File: config.mk
export PLATFORM = sky130hd
export DESIGN_NAME = postfix_stack_evaluator
export DESIGN_NICKNAME = d
export VERILOG_FILES = /design/src/rtl/core/pse_pkg.sv /design/src/rtl/core/postfix_stack_evaluator.sv /design/src/rtl/core/pse_div.sv
export VERILOG_INCLUDE_DIRS = /design/src /design/src/rtl/core
export SDC_FILE = /design/constraint.sdc
export NUM_CORES = 2
export LEC_CHECK = 0
export ABC_AREA = 0
export BUFFER_PORTS_ARGS = -buffer_cell sky130_fd_sc_hd__buf_2
export CAP_MARGIN = 15
export CORE_MARGIN = 2
export CORE_UTILIZATION = 25
export DETAILED_ROUTE_END_ITERATION = 10
export GPL_ROUTABILITY_DRIVEN = 1
export MAX_ROUTING_LAYER = met4
export RECOVER_POWER = 50
export REMOVE_ABC_BUFFERS = 1
export SYNTH_ARGS = -nofsm -noshare
export SYNTH_HDL_FRONTEND = slang
export SYNTH_SLANG_ARGS = --single-unit
File: constraint.sdc
create_clock -name clk_i -period 21 [get_ports clk_i]
set_input_delay 3.15 -clock clk_i [delete_from_list [all_inputs] [get_ports clk_i]]
set_output_delay 3.15 -clock clk_i [all_outputs]
set_load 0.005 [all_outputs]
File: src/rtl/core/postfix_stack_evaluator_assert.svh
// assertion macros for the postfix stack evaluator
// used by modules that take this file by include, no other dependency
`ifndef POSTFIX_STACK_EVALUATOR_ASSERT_SVH
`define POSTFIX_STACK_EVALUATOR_ASSERT_SVH

// checked property, disabled while reset is asserted
`define PSE_ASSERT(lbl, prop, msg) \
  lbl: assert property (@(posedge clk_i) disable iff (!rst_ni) prop) else $error(msg);

// checked property, also active during reset
`define PSE_ASSERT_ALWAYS(lbl, prop, msg) \
  lbl: assert property (@(posedge clk_i) prop) else $error(msg);

`endif

File: src/rtl/core/pse_pkg.sv
// shared types and constants for the postfix stack evaluator
// no dependencies
package pse_pkg;

  localparam int unsigned STACK_DEPTH = 32;
  localparam int unsigned DATA_W      = 32;
  localparam int unsigned SP_W        = $clog2(STACK_DEPTH + 1);
  localparam int unsigned ADDR_W      = (STACK_DEPTH > 1) ? $clog2(STACK_DEPTH) : 1;
  localparam int unsigned DIV_CNT_W   = $clog2(DATA_W);

  // character codes
  localparam logic [7:0] CH_ZERO  = 8'h30;
  localparam logic [7:0] CH_NINE  = 8'h39;
  localparam logic [7:0] CH_PLUS  = 8'h2B;
  localparam logic [7:0] CH_MINUS = 8'h2D;
  localparam logic [7:0] CH_MUL   = 8'h2A;
  localparam logic [7:0] CH_DIV   = 8'h2F;

  // result status codes
  typedef enum logic [2:0] {
    ST_OK    = 3'd0,
    ST_UNDER = 3'd1,
    ST_DIVZ  = 3'd2,
    ST_OVER  = 3'd3,
    ST_EMPTY = 3'd4
  } status_e;

  // divider request and response
  typedef struct packed {
    logic              start;
    logic [DATA_W-1:0] dividend;
    logic [DATA_W-1:0] divisor;
  } div_req_t;

  typedef struct packed {
    logic              done;
    logic [DATA_W-1:0] quotient;
  } div_rsp_t;

endpackage

File: src/rtl/core/postfix_stack_evaluator.sv
// postfix evaluator: digits and whitespace stay in idle, + - * go through execute, / also
// through divide; an item flagged last then waits in finish to load the result register.
// throughput is set by the operand memory read of the lower operand and by the
// bit-serial divider; one item is in work at a time, the result register frees the input.
// reset clears stack pointer, status and control; the operand memory is not cleared.
// depends on pse_pkg, pse_div and postfix_stack_evaluator_assert.svh
`include "postfix_stack_evaluator_assert.svh"

module postfix_stack_evaluator (
  input  logic                       clk_i,
  input  logic                       rst_ni,
  input  logic                       in_valid_i,
  output logic                       in_ready_o,
  input  logic [7:0]                 char_code_i,
  input  logic                       last_i,
  output logic                       out_valid_o,
  input  logic                       out_ready_i,
  output logic signed [pse_pkg::DATA_W-1:0] value_o,
  output logic [2:0]                 status_o
);

  typedef enum logic [2:0] {
    S_IDLE,
    S_READ,
    S_EXEC,
    S_DIV,
    S_FIN
  } state_e;

  state_e                     state_q, state_d;
  logic [pse_pkg::SP_W-1:0]   sp_q, sp_d;
  pse_pkg::status_e           err_q, err_d;
  logic [pse_pkg::DATA_W-1:0] tos_q, tos_d;
  logic [7:0]                 op_q, op_d;
  logic                       last_q, last_d;
  logic                       out_valid_q, out_valid_d;
  logic [pse_pkg::DATA_W-1:0] out_value_q, out_value_d;
  pse_pkg::status_e           out_status_q, out_status_d;

  logic [pse_pkg::DATA_W-1:0] mem [pse_pkg::STACK_DEPTH];
  logic [pse_pkg::DATA_W-1:0] rdata_q;
  logic                       mem_we, mem_re;
  logic [pse_pkg::ADDR_W-1:0] mem_waddr, mem_raddr;
  logic [pse_pkg::SP_W-1:0]   sp_m1, sp_m2;

  logic                       accept;
  logic                       is_digit, is_op;
  logic                       out_free;
  pse_pkg::div_req_t          div_req;
  pse_pkg::div_rsp_t          div_rsp;

  assign accept   = in_valid_i && in_ready_o;
  assign is_digit = (char_code_i >= pse_pkg::CH_ZERO) && (char_code_i <= pse_pkg::CH_NINE);
  assign is_op    = (char_code_i == pse_pkg::CH_PLUS) || (char_code_i == pse_pkg::CH_MINUS) ||
                    (char_code_i == pse_pkg::CH_MUL)  || (char_code_i == pse_pkg::CH_DIV);
  assign out_free = !out_valid_q || out_ready_i;
  assign sp_m1    = sp_q - pse_pkg::SP_W'(1);
  assign sp_m2    = sp_q - pse_pkg::SP_W'(2);

  // top of stack lives in tos_q, the memory holds the entries below it
  assign mem_waddr = sp_m1[pse_pkg::ADDR_W-1:0];
  assign mem_raddr = sp_m2[pse_pkg::ADDR_W-1:0];

  // next-state logic
  always_comb begin
    state_d      = state_q;
    sp_d         = sp_q;
    err_d        = err_q;
    tos_d        = tos_q;
    op_d         = op_q;
    last_d       = last_q;
    out_valid_d  = out_valid_q && !out_ready_i;
    out_value_d  = out_value_q;
    out_status_d = out_status_q;
    mem_we       = 1'b0;
    mem_re       = 1'b0;
    div_req      = '0;
    unique case (state_q)
      S_IDLE: begin
        if (accept) begin
          op_d   = char_code_i;
          last_d = last_i;
          if (err_q == pse_pkg::ST_OK) begin
            if (is_digit) begin
              if (sp_q == pse_pkg::SP_W'(pse_pkg::STACK_DEPTH)) begin
                err_d = pse_pkg::ST_OVER;
              end else begin
                // spill the old top into the memory
                mem_we = (sp_q != '0);
                tos_d  = pse_pkg::DATA_W'(char_code_i - pse_pkg::CH_ZERO);
                sp_d   = sp_q + pse_pkg::SP_W'(1);
              end
            end else if (is_op) begin
              if (sp_q < pse_pkg::SP_W'(2)) begin
                err_d = pse_pkg::ST_UNDER;
              end else begin
                mem_re = 1'b1;
              end
            end
          end
          if (err_q == pse_pkg::ST_OK && is_op && sp_q >= pse_pkg::SP_W'(2)) begin
            state_d = S_EXEC;
          end else if (last_i) begin
            state_d = S_FIN;
          end
        end
      end
      S_READ: begin
        state_d = S_EXEC;
      end
      S_EXEC: begin
        // lower operand from memory, upper operand is the top register
        state_d = last_q ? S_FIN : S_IDLE;
        sp_d    = sp_m1;
        unique case (op_q)
          pse_pkg::CH_PLUS:  tos_d = rdata_q + tos_q;
          pse_pkg::CH_MINUS: tos_d = rdata_q - tos_q;
          pse_pkg::CH_MUL:   tos_d = rdata_q * tos_q;
          default: begin
            if (tos_q == '0) begin
              err_d = pse_pkg::ST_DIVZ;
            end else begin
              div_req.start    = 1'b1;
              div_req.dividend = rdata_q;
              div_req.divisor  = tos_q;
              sp_d             = sp_q;
              state_d          = S_DIV;
            end
          end
        endcase
      end
      S_DIV: begin
        if (div_rsp.done) begin
          tos_d   = div_rsp.quotient;
          sp_d    = sp_m1;
          state_d = last_q ? S_FIN : S_IDLE;
        end
      end
      S_FIN: begin
        // load the result once the output register is free
        if (out_free) begin
          out_valid_d = 1'b1;
          if (err_q != pse_pkg::ST_OK) begin
            out_status_d = err_q;
            out_value_d  = '0;
          end else if (sp_q == '0) begin
            out_status_d = pse_pkg::ST_EMPTY;
            out_value_d  = '0;
          end else begin
            out_status_d = pse_pkg::ST_OK;
            out_value_d  = tos_q;
          end
          sp_d    = '0;
          err_d   = pse_pkg::ST_OK;
          state_d = S_IDLE;
        end
      end
      default: state_d = S_IDLE;
    endcase
  end

  // state and registered outputs
  always_ff @(posedge clk_i or negedge rst_ni) begin
    if (!rst_ni) begin
      state_q      <= S_IDLE;
      sp_q         <= '0;
      err_q        <= pse_pkg::ST_OK;
      tos_q        <= '0;
      op_q         <= '0;
      last_q       <= 1'b0;
      out_valid_q  <= 1'b0;
      out_value_q  <= '0;
      out_status_q <= pse_pkg::ST_OK;
    end else begin
      state_q      <= state_d;
      sp_q         <= sp_d;
      err_q        <= err_d;
      tos_q        <= tos_d;
      op_q         <= op_d;
      last_q       <= last_d;
      out_valid_q  <= out_valid_d;
      out_value_q  <= out_value_d;
      out_status_q <= out_status_d;
    end
  end

  // operand memory, one write and one registered read; a read never falls in the same
  // cycle as the write of the same entry
  always_ff @(posedge clk_i) begin
    if (mem_we) begin
      mem[mem_waddr] <= tos_q;
    end
    if (mem_re) begin
      rdata_q <= mem[mem_raddr];
    end
  end

  pse_div u_div (
    .clk_i  (clk_i),
    .rst_ni (rst_ni),
    .req_i  (div_req),
    .rsp_o  (div_rsp)
  );

  assign in_ready_o  = (state_q == S_IDLE);
  assign out_valid_o = out_valid_q;
  assign value_o     = out_value_q;
  assign status_o    = out_status_q;

  // checks
  `PSE_ASSERT_ALWAYS(a_reset_quiet, !rst_ni |=> !out_valid_q,
                     "result valid right after reset")
  `PSE_ASSERT(a_sp_bound, sp_q <= pse_pkg::SP_W'(pse_pkg::STACK_DEPTH),
              "stack pointer beyond depth")
  `PSE_ASSERT(a_div_done_state, div_rsp.done |-> state_q == S_DIV,
              "divider finished outside the divide state")
  `PSE_ASSERT(a_fin_clears, (state_q == S_FIN && out_free) |=>
              (out_valid_q && sp_q == '0 && err_q == pse_pkg::ST_OK),
              "end of expression did not load result and clear the stack")
  `PSE_ASSERT(a_err_value_zero, (out_valid_o && status_o != pse_pkg::ST_OK) |->
              value_o == '0, "error result carries a nonzero value")
  `PSE_ASSERT(a_result_from_fin, $rose(out_valid_q) |-> $past(state_q == S_FIN),
              "result appeared without an end of expression")

endmodule

File: src/rtl/core/pse_div.sv
// iterative signed divider, one quotient bit per cycle, truncates toward zero
// depends on pse_pkg
module pse_div (
  input  logic              clk_i,
  input  logic              rst_ni,
  input  pse_pkg::div_req_t req_i,
  output pse_pkg::div_rsp_t rsp_o
);

  logic                          busy_q, busy_d;
  logic                          done_q, done_d;
  logic                          neg_q, neg_d;
  logic [pse_pkg::DIV_CNT_W-1:0] cnt_q, cnt_d;
  logic [pse_pkg::DATA_W-1:0]    rem_q, rem_d;
  logic [pse_pkg::DATA_W-1:0]    quo_q, quo_d;
  logic [pse_pkg::DATA_W-1:0]    dvs_q, dvs_d;
  logic [pse_pkg::DATA_W:0]      shifted;
  logic [pse_pkg::DATA_W:0]      diff;
  logic [pse_pkg::DATA_W-1:0]    mag_a, mag_b;

  // operand magnitudes
  assign mag_a = req_i.dividend[pse_pkg::DATA_W-1] ? (~req_i.dividend + 1'b1)
                                                   : req_i.dividend;
  assign mag_b = req_i.divisor[pse_pkg::DATA_W-1] ? (~req_i.divisor + 1'b1)
                                                  : req_i.divisor;

  // one restoring step
  assign shifted = {rem_q, quo_q[pse_pkg::DATA_W-1]};
  assign diff    = shifted - {1'b0, dvs_q};

  always_comb begin
    busy_d = busy_q;
    done_d = 1'b0;
    neg_d  = neg_q;
    cnt_d  = cnt_q;
    rem_d  = rem_q;
    quo_d  = quo_q;
    dvs_d  = dvs_q;
    if (req_i.start) begin
      busy_d = 1'b1;
      neg_d  = req_i.dividend[pse_pkg::DATA_W-1] ^ req_i.divisor[pse_pkg::DATA_W-1];
      cnt_d  = '0;
      rem_d  = '0;
      quo_d  = mag_a;
      dvs_d  = mag_b;
    end else if (busy_q) begin
      if (!diff[pse_pkg::DATA_W]) begin
        rem_d = diff[pse_pkg::DATA_W-1:0];
      end else begin
        rem_d = shifted[pse_pkg::DATA_W-1:0];
      end
      quo_d = {quo_q[pse_pkg::DATA_W-2:0], ~diff[pse_pkg::DATA_W]};
      cnt_d = cnt_q + 1'b1;
      if (cnt_q == pse_pkg::DIV_CNT_W'(pse_pkg::DATA_W - 1)) begin
        busy_d = 1'b0;
        done_d = 1'b1;
      end
    end
  end

  always_ff @(posedge clk_i or negedge rst_ni) begin
    if (!rst_ni) begin
      busy_q <= 1'b0;
      done_q <= 1'b0;
      neg_q  <= 1'b0;
      cnt_q  <= '0;
      rem_q  <= '0;
      quo_q  <= '0;
      dvs_q  <= '0;
    end else begin
      busy_q <= busy_d;
      done_q <= done_d;
      neg_q  <= neg_d;
      cnt_q  <= cnt_d;
      rem_q  <= rem_d;
      quo_q  <= quo_d;
      dvs_q  <= dvs_d;
    end
  end

  // sign fix on the final quotient
  assign rsp_o.done     = done_q;
  assign rsp_o.quotient = neg_q ? (~quo_q + 1'b1) : quo_q;

endmodule
# Word-level counts from Yosys, hierarchy flattened
# Memory sizes are Yosys's and may differ from the RTL's. A register that Yosys moved wholly into a read port is not among the register bits.
# Index checks and enable logic that the tools add are counted.
dict set report op_classes {
  add_sub_neg 11
  n_lt_le_gt_ge 4
  muxes 72
  n_eq_ne 27
  n_reduce_logical 28
  n_bitwise 5
  n_mul 1
}
# op count
set op_table {}
lappend op_table {{32-bit 2-to-1 mux} 15}
lappend op_table {{65-bit 2-to-1 mux} 3}
lappend op_table {{32-bit one-hot mux with 3 select lines} 2}
lappend op_table {{32-bit by 1-bit adder with 32-bit output (second input constant)} 3}
lappend op_table {{32-bit NOT} 3}
lappend op_table {{8-bit by 6-bit equality test with 1-bit output (second input constant)} 7}
lappend op_table {{3-bit 2-to-1 mux} 18}
lappend op_table {{6-bit 2-to-1 mux} 8}
lappend op_table {{33-bit by 32-bit subtractor with 33-bit output} 1}
lappend op_table {{32-bit adder} 1}
lappend op_table {{32-bit logical NOT} 1}
lappend op_table {{32-bit by 32-bit multiplier with 32-bit output} 1}
lappend op_table {{32-bit subtractor} 1}
lappend op_table {{6-bit one-hot mux with 4 select lines} 1}
lappend op_table {{1-bit 2-to-1 mux} 21}
lappend op_table {{3-bit one-hot mux with 5 select lines} 1}
lappend op_table {{5-bit 2-to-1 mux} 2}
lappend op_table {{3-bit by 1-bit inequality test with 1-bit output (second input constant)} 3}
lappend op_table {{3-bit one-hot mux with 3 select lines} 1}
lappend op_table {{9-bit AND reduction} 1}
lappend op_table {{3-bit nonzero test} 3}
lappend op_table {{8-bit by 6-bit subtractor with 9-bit output (second input constant)} 1}
lappend op_table {{8-bit by 6-bit >= comparator with 1-bit output (second input constant)} 1}
lappend op_table {{8-bit by 6-bit <= comparator with 1-bit output (second input constant)} 1}
lappend op_table {{other kinds (31)} 48}
dict set report totals {
  in_bits 13
  ramBits 1024
  n_memories 1
  elab_cells 165
  regBits 193
}
# memory depth width rd rd_ports_with_merged_regs wr line
set memory_table {}
lappend memory_table {mem 32 32 1 1 1 postfix_stack_evaluator.sv:40} ;# logic [pse_pkg::DATA_W-1:0] mem [pse_pkg::STACK_DEPTH];

# Logic depth before layout (Yosys ltp)
dict set report logic_depth {
  ltp_word 9
  depth_mapped 28
  ltp_nobuf 26
}

# Modules after synthesis
# A second synthesis with hierarchy kept.
dict set report unflattened {
  cells_unflattened 5160
  area_unflattened_um2 71180.8
}
# mod n_inst cells_each area_per_inst_um2
set by_module_without_submodules {}
lappend by_module_without_submodules {postfix_stack_evaluator 1 4169 62845.3}
lappend by_module_without_submodules {pse_div 1 991 8335.5}

# Worst setup path before layout
# Ideal clock, no wire load.
dict set report synth_path {
  path_kind {reg-to-reg}
  startpoint {register tos_q[8] (netlist name)}
  endpoint {register tos_q[31] (netlist name)}
  synth_period_minus_slack_ps 7670
  path_slack_ps 13330
  setup_time_ps 128
  path_stages_with_launch 27
  t_arrival_ps 7542
  path_cell_list {dfrtp_1 -> clkbuf_1 -> buf_1 -> nand2_1 -> fa_1 -> inv_1 -> fa_1 -> fa_1 -> inv_1 -> fa_1 -> inv_1 -> fa_1 -> inv_1 -> fa_1 -> inv_1 -> fa_1 -> fa_1 -> ha_1 -> a21o_1 -> a21oi_1 -> nand3_1 -> o31a_1 -> o41ai_1 -> o21ai_0 -> a31oi_1 -> xnor2_1 -> o22ai_1}
}
dict set report synth_between {
  elab_chain_cells 3
  word_cells_on_any_way 5
  classes_between {2 x add/sub; 1 x mul; 2 x mux}
}
# element line
set synth_rtl {}
lappend synth_rtl {{start: declaration} postfix_stack_evaluator.sv:33} ;# logic [pse_pkg::DATA_W-1:0] tos_q, tos_d;
lappend synth_rtl {{start signal: assignment} postfix_stack_evaluator.sv:178} ;# tos_q <= tos_d;
lappend synth_rtl {{32-bit by 32-bit multiplier with 32-bit output, or another cell as far along} postfix_stack_evaluator.sv:118} ;# pse_pkg::CH_MUL: tos_d = rdata_q * tos_q;
lappend synth_rtl {{32-bit one-hot mux with 3 select lines (*)} postfix_stack_evaluator.sv:115} ;# unique case (op_q)
lappend synth_rtl {{32-bit one-hot mux with 3 select lines (*)} postfix_stack_evaluator.sv:78} ;# unique case (state_q)
# Mark *: on every way between the ends. The rest lies on a longest branch, timed or not.
# A chain may end at the register's enable or synchronous reset.

# Worst setup path after layout
dict set report layout_path {
  startpoint {register tos_q[5] (netlist name)}
  endpoint {register u_div.quo_q[21] (netlist name)}
}
dict set report layout_between {
  elab_chain_cells 8
  word_cells_on_any_way 9
  classes_between {1 x add/sub; 5 x mux; 1 x bitwise; 2 x reduce/logical}
}
# element line
set layout_rtl {}
lappend layout_rtl {{32-bit logical NOT (*)} postfix_stack_evaluator.sv:120} ;# if (tos_q == '0) begin
lappend layout_rtl {{65-bit 2-to-1 mux (*)} postfix_stack_evaluator.sv:120}
lappend layout_rtl {{65-bit 2-to-1 mux (*)} postfix_stack_evaluator.sv:115}
lappend layout_rtl {{65-bit 2-to-1 mux (*)} postfix_stack_evaluator.sv:78}
lappend layout_rtl {{32-bit NOT} pse_div.sv:22} ;# assign mag_a = req_i.dividend[pse_pkg::DATA_W-1] ? (~req_i.dividend + 1'b1)
lappend layout_rtl {{32-bit by 1-bit adder with 32-bit output} pse_div.sv:22}
lappend layout_rtl {{32-bit 2-to-1 mux} pse_div.sv:22}
lappend layout_rtl {{32-bit 2-to-1 mux} pse_div.sv:39} ;# if (req_i.start) begin
lappend layout_rtl {{end signal: assignment} pse_div.sv:76} ;# quo_q <= quo_d;
lappend layout_rtl {{end: declaration} pse_div.sv:15} ;# logic [pse_pkg::DATA_W-1:0] quo_q, quo_d;
# Marked as above.

==> reports/qor.txt <==
Rows - 194
vias in the first global route - 45270
total grt overflow - 0
Post-Syn Area - 0.07028 mm2
status - complete, but fails checks
Layout area overhead - 12.58%
Clock Sinks - 1248
CTS tree - yes
setup_tns - 0 ns
Avg WL per Cell - 22.44 um
reg-to-reg endpoint - u_div.quo_q[21]
share of cells above drive strength 1 - 14.52%
Via Count - 43040
Nets - 5668
die height - 534.2 um
Worst Setup Start Kind - flop
Hold-fix buffers, CTS - 0
Crit path required time - 21.60 ns
R2R setup slack - 10.23 ns
EDFF count, synth - 1056
minimum clock period - 10.77 ns
Layout Skew - 0.09251 ns
Detailed Place HPWL - 122800 um
pin count of the biggest net entering global routing - 147
hold depth - 2
initial antenna violation count - 9
CP arrival - 11.37 ns
Ys Warns - 0
Hold/Removal Path Class - reg -> reg
RSZ-0062 raised after global routing - false
first-pass GRT wire length - 296500 um
htree depth - 3
Post-CTS Setup Bufs - 0
DRC viols - 0
Worst R2R Start - tos_q[5]
Starting Density - 25.16%
CTS Buf Count - 120
Fmax achieved - 92.87 MHz
worst reg2reg path depth - 10
port bufs - 49
DR vias/cell - 4.850
Clock Tree Buf Depth - 3
Hold Startpoint - u_div.dvs_q[28]
Worst Path Max Fanout - 64
Post-DRT Antenna Nets - 0
Max-Slew Margin vs Limit - -235.4%
max cap viols - 41
syn avg cell area - 13.93 um2
Mapped Cells - 5045
Synth cell types - 78
# setup viols final - 0
Worst Setup Path Type - reg -> reg
Final Hold Viols - 0
gr usage total - 14.26%
GP Congestion - 0.8916
Hold Path Sink - u_div.dvs_q[28]
Detailed Route Iter0 Violations - 3825
Resized Gates After CTS - 0
commonest register cell after synthesis - edfxtp_1
Skew-Pair Late Insertion Delay - 0.80 ns
die area - 0.2854 mm2
failing checks - max-capacitance violations, max-slew violations
Slew Limit Fails - 1944
Crit. End Element - flop
Reg clk slew, reported paths - 0.07 ns
post-synthesis sequential area ratio - 51.96%
# IOs - 50
DRT Wirelength - 199100 um
drt first pass iters - 5
part of the cycle the worst path needs - 51.28%
slew at the pin with the worst max-slew slack - 5.032 ns
Yosys reg bits - 1248
async set-or-reset flop fraction in the synthesized netlist - 15.38%
core footprint - 0.2794 mm2
chip width - 534.2 um
root buffer cell - clkbuf_16
layout by cell type, fill, tap and decap left out, types with 11 or more instances in the layout:
master	Yosys	layout
or4_1	24	24
buf_2	5	48
nor3_1	46	45
fa_1	410	410
nand3_1	27	27
a21o_1	44	44
clkinv_2	0	19
o41ai_1	18	18
o31ai_1	34	34
mux2_2	44	44
mux4_2	320	320
o211ai_1	28	28
a31oi_1	19	19
nor2_4	0	33
o22ai_1	14	14
o21ai_0	167	167
mux2i_1	36	36
xnor2_1	128	127
inv_1	448	448
a211oi_1	30	30
xor2_1	117	114
and3_1	12	12
or3_1	22	22
nand4_1	11	11
nor2_1	156	123
a22o_1	33	33
clkbuf_1	260	60
nand2b_1	21	21
clkbuf_16	0	121
and2_1	319	318
ha_1	205	204
a21oi_1	128	128
buf_4	1	85
o21a_1	28	28
edfxtp_1	1056	1056
dfrtp_1	192	184
nor2b_1	21	21
clkinv_1	0	35
nand2_1	437	437
flip-flops by register name, indices dropped and copies added, names as in the netlist, 2 cells and up:
| name | count |
|---|---|
| err_q | 2 |
| mem | 1024 |
| op_q | 8 |
| rdata_q | 32 |
| sp_q | 6 |
| state_q | 3 |
| status_o | 3 |
| tos_q | 32 |
| u_div.cnt_q | 5 |
| u_div.dvs_q | 32 |
| u_div.quo_q | 32 |
| u_div.rem_q | 32 |
| value_o | 32 |
worst max-delay path, cell delays in order, from the launching register on:
cell	delay (ns)
dfrtp_2	0.34
clkbuf_1	2.80
nor4_1	0.76
nand4_1	0.64
nor4b_1	0.31
nor2_4	0.15
clkbuf_1	1.45
clkbuf_1	2.22
nand2_1	1.01
or4_1	0.73
o211ai_1	0.11
logic make-up (layout without fill, tap and decap cells):
kind of cell	Yosys count	count (layout)	share of synthesized area, %
AO/OA/AOI/OAI	649	649	6.094
adder cells (fa/ha/maj)	615	615	15.33
flip-flops	1248	1248	51.96
AND/OR/NAND/NOR	1141	1141	8.091
multiplexers	400	400	11.47
buffers and inverters	747	847	4.004
XOR/XNOR	245	245	3.053
other	0	4	0
cell type report:
class	count	area, um2
Fill cell	28070	200300
Clock buffer	151	3221
Clock inverter	76	701.9
Inverter	448	1682
Sequential cell	1248	36530
Multi-Input combinational cell	3050	31270
Tap cell	3724	4659
Timing Repair Buffer	172	1041
Antenna cell	4	10.01
routing by layer:
metal / wire length, um / vias to the layer above / track usage (%) / part of all wire [%]
li1: - / 18140 / - / -
met1: 83210 / 22750 / 18.39 / 42
met2: 93410 / 1749 / 22.66 / 47
met3: 14680 / 397 / 2.362 / 7.4
met4: 7832 / 0 / 4.992 / 3.9
met5: 0 / - / - / 0
Yosys cell counts (all sizes together) (10+ instances only):
cell    count  area (um2)
edfxtp   1056       31710
inv       448        1682
nand2     437        1640
fa        410        8208
mux4      320        7207
and2      319        1996
clkbuf    260       975.9
ha        205        2565
dfrtp     192        4805
o21ai     175       887.1
nor2      156       585.6
a21oi     128       640.6
xnor2     128        1121
xor2      117        1025
nor3       46       230.2
a21o       45       345.3
mux2       44       495.5
buf        39       156.4
mux2i      36       360.4
o31ai      35       267.8
a22o       33       289.0
a211oi     30       225.2
o211ai     28       210.2
o21a       28       210.2
nand3      27       135.1
or4        27       214.0
or3        23       148.9
nand2b     21       131.4
nor2b      21       131.4
a31oi      19       118.9
o41ai      18       157.7
o22ai      14       87.58
and3       12       75.07
nand4      11       68.82
nor4       11       81.32
a311oi     10       87.58
o221ai     10       87.58
or2        10       62.56
worst max-delay path by stage:
stage                            endpoint  cells after the start     start
after floorplan                 tos_q[10]                      8   sp_q[0]
after global placement          tos_q[31]                     25  tos_q[9]
after detailed placement        tos_q[30]                     24  tos_q[6]
after CTS                       tos_q[30]                     26  tos_q[9]
after global routing         u_div.busy_q                      2    rst_ni
final                     u_div.quo_q[21]                     10  tos_q[5]
stage by stage:
step	hold WS, ns	utilization (%)	setup slack (ns)	cell area (um2)	std cells
after global placement	0.4549	26.98	12.84	75380	8641
after CTS	0.4886	28.38	12.75	79300	8868
after global routing	0.5068	28.32	9.401	79110	8869
after detailed placement	0.4662	26.98	12.84	75380	8641
after floorplan	0.4498	-	4.747	69150	4746
final	0.4811	28.32	10.23	79120	8873
Power is not shown: default switching activity piles up to over one toggle a cycle in this logic, so the estimate is an artifact.
